### config.mk
export PLATFORM = sky130hd
export DESIGN_NAME = ibp_map
export DESIGN_NICKNAME = d
export VERILOG_FILES = /design/src/design/ibp_pkg.sv /design/src/design/ibp_map.sv
export SDC_FILE = /design/constraint.sdc
export NUM_CORES = 1
export LEC_CHECK = 0
export ABC_AREA = 1
export BUFFER_PORTS_ARGS = -buffer_cell sky130_fd_sc_hd__buf_2
export CAP_MARGIN = 20
export CORE_UTILIZATION = 63
export DETAILED_ROUTE_END_ITERATION = 8
export PLACE_DENSITY = 0.95
export SLEW_MARGIN = 5
export SYNTH_ARGS = -nofsm -noshare
export SYNTH_HDL_FRONTEND = slang
export SYNTH_SLANG_ARGS = --single-unit
### constraint.sdc
create_clock -name vclk -period 4.4
set_input_delay 0.22 -clock vclk [all_inputs]
set_output_delay 0.22 -clock vclk [all_outputs]
set_load 0.005 [all_outputs]
### src/design/ibp_pkg.sv
// ibp_pkg: shared types and constants of the image border padder
// no dependencies; used by ibp_map and image_border_padder
`default_nettype none

package ibp_pkg;

   localparam int CSR_INDEX_WIDTH = 2;
   localparam int CSR_DATA_WIDTH  = 8;
   localparam int PIXEL_WIDTH     = 8;
   localparam int BORDER_WIDTH    = 3;
   localparam int SIZE_REG_WIDTH  = 8;

   typedef enum logic [1:0] {
      PAD_ZERO      = 2'd0,
      PAD_REPLICATE = 2'd1,
      PAD_REFLECT   = 2'd2,
      PAD_WRAP      = 2'd3
   } pad_mode_type;

   typedef enum logic [CSR_INDEX_WIDTH-1:0] {
      CSR_PAD_MODE     = 2'd0,
      CSR_BORDER       = 2'd1,
      CSR_FRAME_WIDTH  = 2'd2,
      CSR_FRAME_HEIGHT = 2'd3
   } csr_index_type;

   typedef enum logic {
      KIND_LOAD = 1'b0,
      KIND_EMIT = 1'b1
   } kind_type;

endpackage

`default_nettype wire

### src/design/ibp_map.sv
// ibp_map: maps one padded coordinate to a source index for the selected border mode
// depends on ibp_pkg
`default_nettype none

module ibp_map #(
   parameter int PW = 8,
   parameter int NW = 8,
   parameter int IW = 7
) (
   input  wire [PW-1:0]                        pos,
   input  wire [ibp_pkg::BORDER_WIDTH-1:0]     bord,
   input  wire [NW-1:0]                        size,
   input  ibp_pkg::pad_mode_type               mode,
   output logic [IW-1:0]                       idx,
   output logic                                in_frame
);

   localparam int XW = ((PW > NW) ? PW : NW) + 3;

   logic signed [XW-1:0] c_raw;
   logic signed [XW-1:0] n_s;
   logic signed [XW-1:0] c_map;
   logic signed [XW-1:0] c_clamp;
   logic                 below;
   logic                 above;

   always_comb begin
      c_raw    = signed'(XW'(pos)) - signed'(XW'(bord));
      n_s      = signed'(XW'(size));
      below    = c_raw < 0;
      above    = c_raw >= n_s;
      in_frame = 1'b1;
      c_map    = c_raw;
      if (below || above) begin
         case (mode)
            ibp_pkg::PAD_ZERO: begin
               in_frame = 1'b0;
               c_map    = '0;
            end
            ibp_pkg::PAD_REPLICATE: begin
               c_map = c_raw;
            end
            ibp_pkg::PAD_REFLECT: begin
               c_map = below ? (-c_raw - 1) : ((n_s <<< 1) - c_raw - 1);
            end
            ibp_pkg::PAD_WRAP: begin
               c_map = below ? (c_raw + n_s) : (c_raw - n_s);
            end
            default: begin
               c_map = c_raw;
            end
         endcase
      end
      if (c_map < 0) begin
         c_clamp = '0;
      end else if (c_map >= n_s) begin
         c_clamp = n_s - 1;
      end else begin
         c_clamp = c_map;
      end
      idx = c_clamp[IW-1:0];
   end

endmodule

`default_nettype wire

==> metrics <==
Crit path required time 4180 ps; Max-Cap Viols 0; TNS Setup -2750 ps; Placed Area 2550 um^2; IO Count 29; relative slew slack 53.0%; GRT Total Usage 35.3%; Util after Layout 86.4%; Area Growth Syn to Fin 28.3%; Design Area, Final 2970 um^2; first-pass GRT wire length 11.5 mm; Min Hold Slack 851 ps; WL/cell 18.8 um; Max FO, Critical Path 8; DRT iter0 DRCs 615; CP Capture Type output pin; Slew Limit Fails 0; sequential fraction of the synthesis area 0%; initial antenna violation count 0; most common cell after layout, fill and taps aside nand2_1; crit path max-delay cell type ha_1; chip height 62.6 um; Slew @ Worst Pin 702 ps; Tcrit/Tclk final 110%; status complete, but fails checks; die area 3920 um^2; setup ws final -448 ps; Fmax achieved 206 MHz; DR DRC count 3; RSZ-0062 raised after global routing true; Vias 3374; most frequent cells in the layout nand2_1 (111), inv_1 (65), nand3_1 (38); Vias/cell 6.59; crit path kind primary input to output pin; final number of setup-violating endpoints 7; hold buffers post-CTS 0; sequential cell count 0; critical path launch point type primary input; Synth Net Count 482; n_diodes 0; pin count of the biggest net entering global routing 19; nets 530; total iterations of the first detailed-routing run 9; maximum VDD drop 128 uV; FF/Latch Area 0 um^2; minimum clock period 4850 ps; library cells used by synthesis 33; DRT antenna net count 0; failing checks DRC, setup timing; synthesized area 2320 um^2; Tot Pwr 0.000739 W; CP peak stage delay 430 ps; Leakage 1.68 nW; Pwr Density 249 nW/um^2; top cells by area, synth nand2_1 (20%), ha_1 (20%), inv_1 (12%); synth warn 0; Core Area 3440 um^2; chip width 62.6 um; Gate Count Post-Synth 420; vias in the first global route 2715; syn avg cell area 5.52 um^2; GP Congestion 1.07; Starting Density 67.3%; overall routed net length 9.62 mm; layout cells sized above 1 28.5%; crit path DAT 4630 ps; # rows 21; final hold vios 0; clkbuf count 0; Synth area leader nand2_1; detailed placer's ending HPWL 5.36 mm; worst hold path class primary input to output pin; Crit path top cell by count nand2_1; Port Buffers 29; post-synth top area share 20.1%; GR Overflow Total 0
[per-stage QoR]
step,worst slack [ps],instances
floorplan,276,420
global placement,-76.1,499
detailed placement,-210,499
CTS,6.25,504
global route,-459,512
finish,-448,512
[routing by layer]
metal / vias to the layer above / part of all wire (%) / global-route usage, %
met5: - / 0 / 0
met4: 0 / 12 / 10.5
met1: 1416 / 32 / 44.0
met2: 373 / 42 / 64.3
met3: 154 / 14 / 2.01
li1: 1431 / - / -
[worst max-delay path: cells and delay by family]
kind	cells	cell delay (ps)
AO/OA/AOI/OAI	1	250
adder cells (fa/ha/maj)	3	940
buffers and inverters	8	970
AND/OR/NAND/NOR	22	2240
[kinds of logic after synthesis]
family	Yosys count	share of synthesized area, %
and+or+nand+nor	239	46.2
buffers and inverters	83	14.6
AOI/OAI and AO/OA	45	11.2
adders and majority gates	41	23.4
xor gates and xnor gates	12	4.54
[what timing repair did]
| item | in CTS | in global routing |
|---|---|---|
| pin swaps | 2 | 34 |
| setup endpoints to repair | 7 | 7 |
| gates cloned | 0 | 1 |
| resized for setup | 9 | 67 |
| buffers inserted | 5 | 7 |
| hold endpoints to repair | 0 | 0 |
[final timing paths]
| kind | cells past startpoint | end | slack (ps) | start |
|---|---|---|---|---|
| hold / removal | 4 | in_frame | 850 | mode[0] |
| setup / recovery | 34 | idx[3] | -450 | pos[1] |
[area by class of cell]
cell class | count | area (um^2)
fillers | 179 | 469
inverters | 75 | 292
multi-input cells | 338 | 2280
well taps | 46 | 57.6
repair buffers | 53 | 347
[where the power goes]
group	internal, W	total, W	switching, W
Sequential	0	0	0
Combinational	0.000284	0.000739	0.000456
Clock	0	0	0
[Yosys cell counts, drive strengths merged]
master,instances
nor4,1
o211ai,5
nand2,129
inv,75
o22ai,1
fa,4
a211oi,1
nand3,45
xnor2,4
a21oi,21
o21ai,14
buf,8
ha,37
xor2,8
a21o,1
o21bai,1
nor2,52
nand4,8
a31oi,1
nor3,4
No activity file was read; power rests on OpenSTA's default activity.
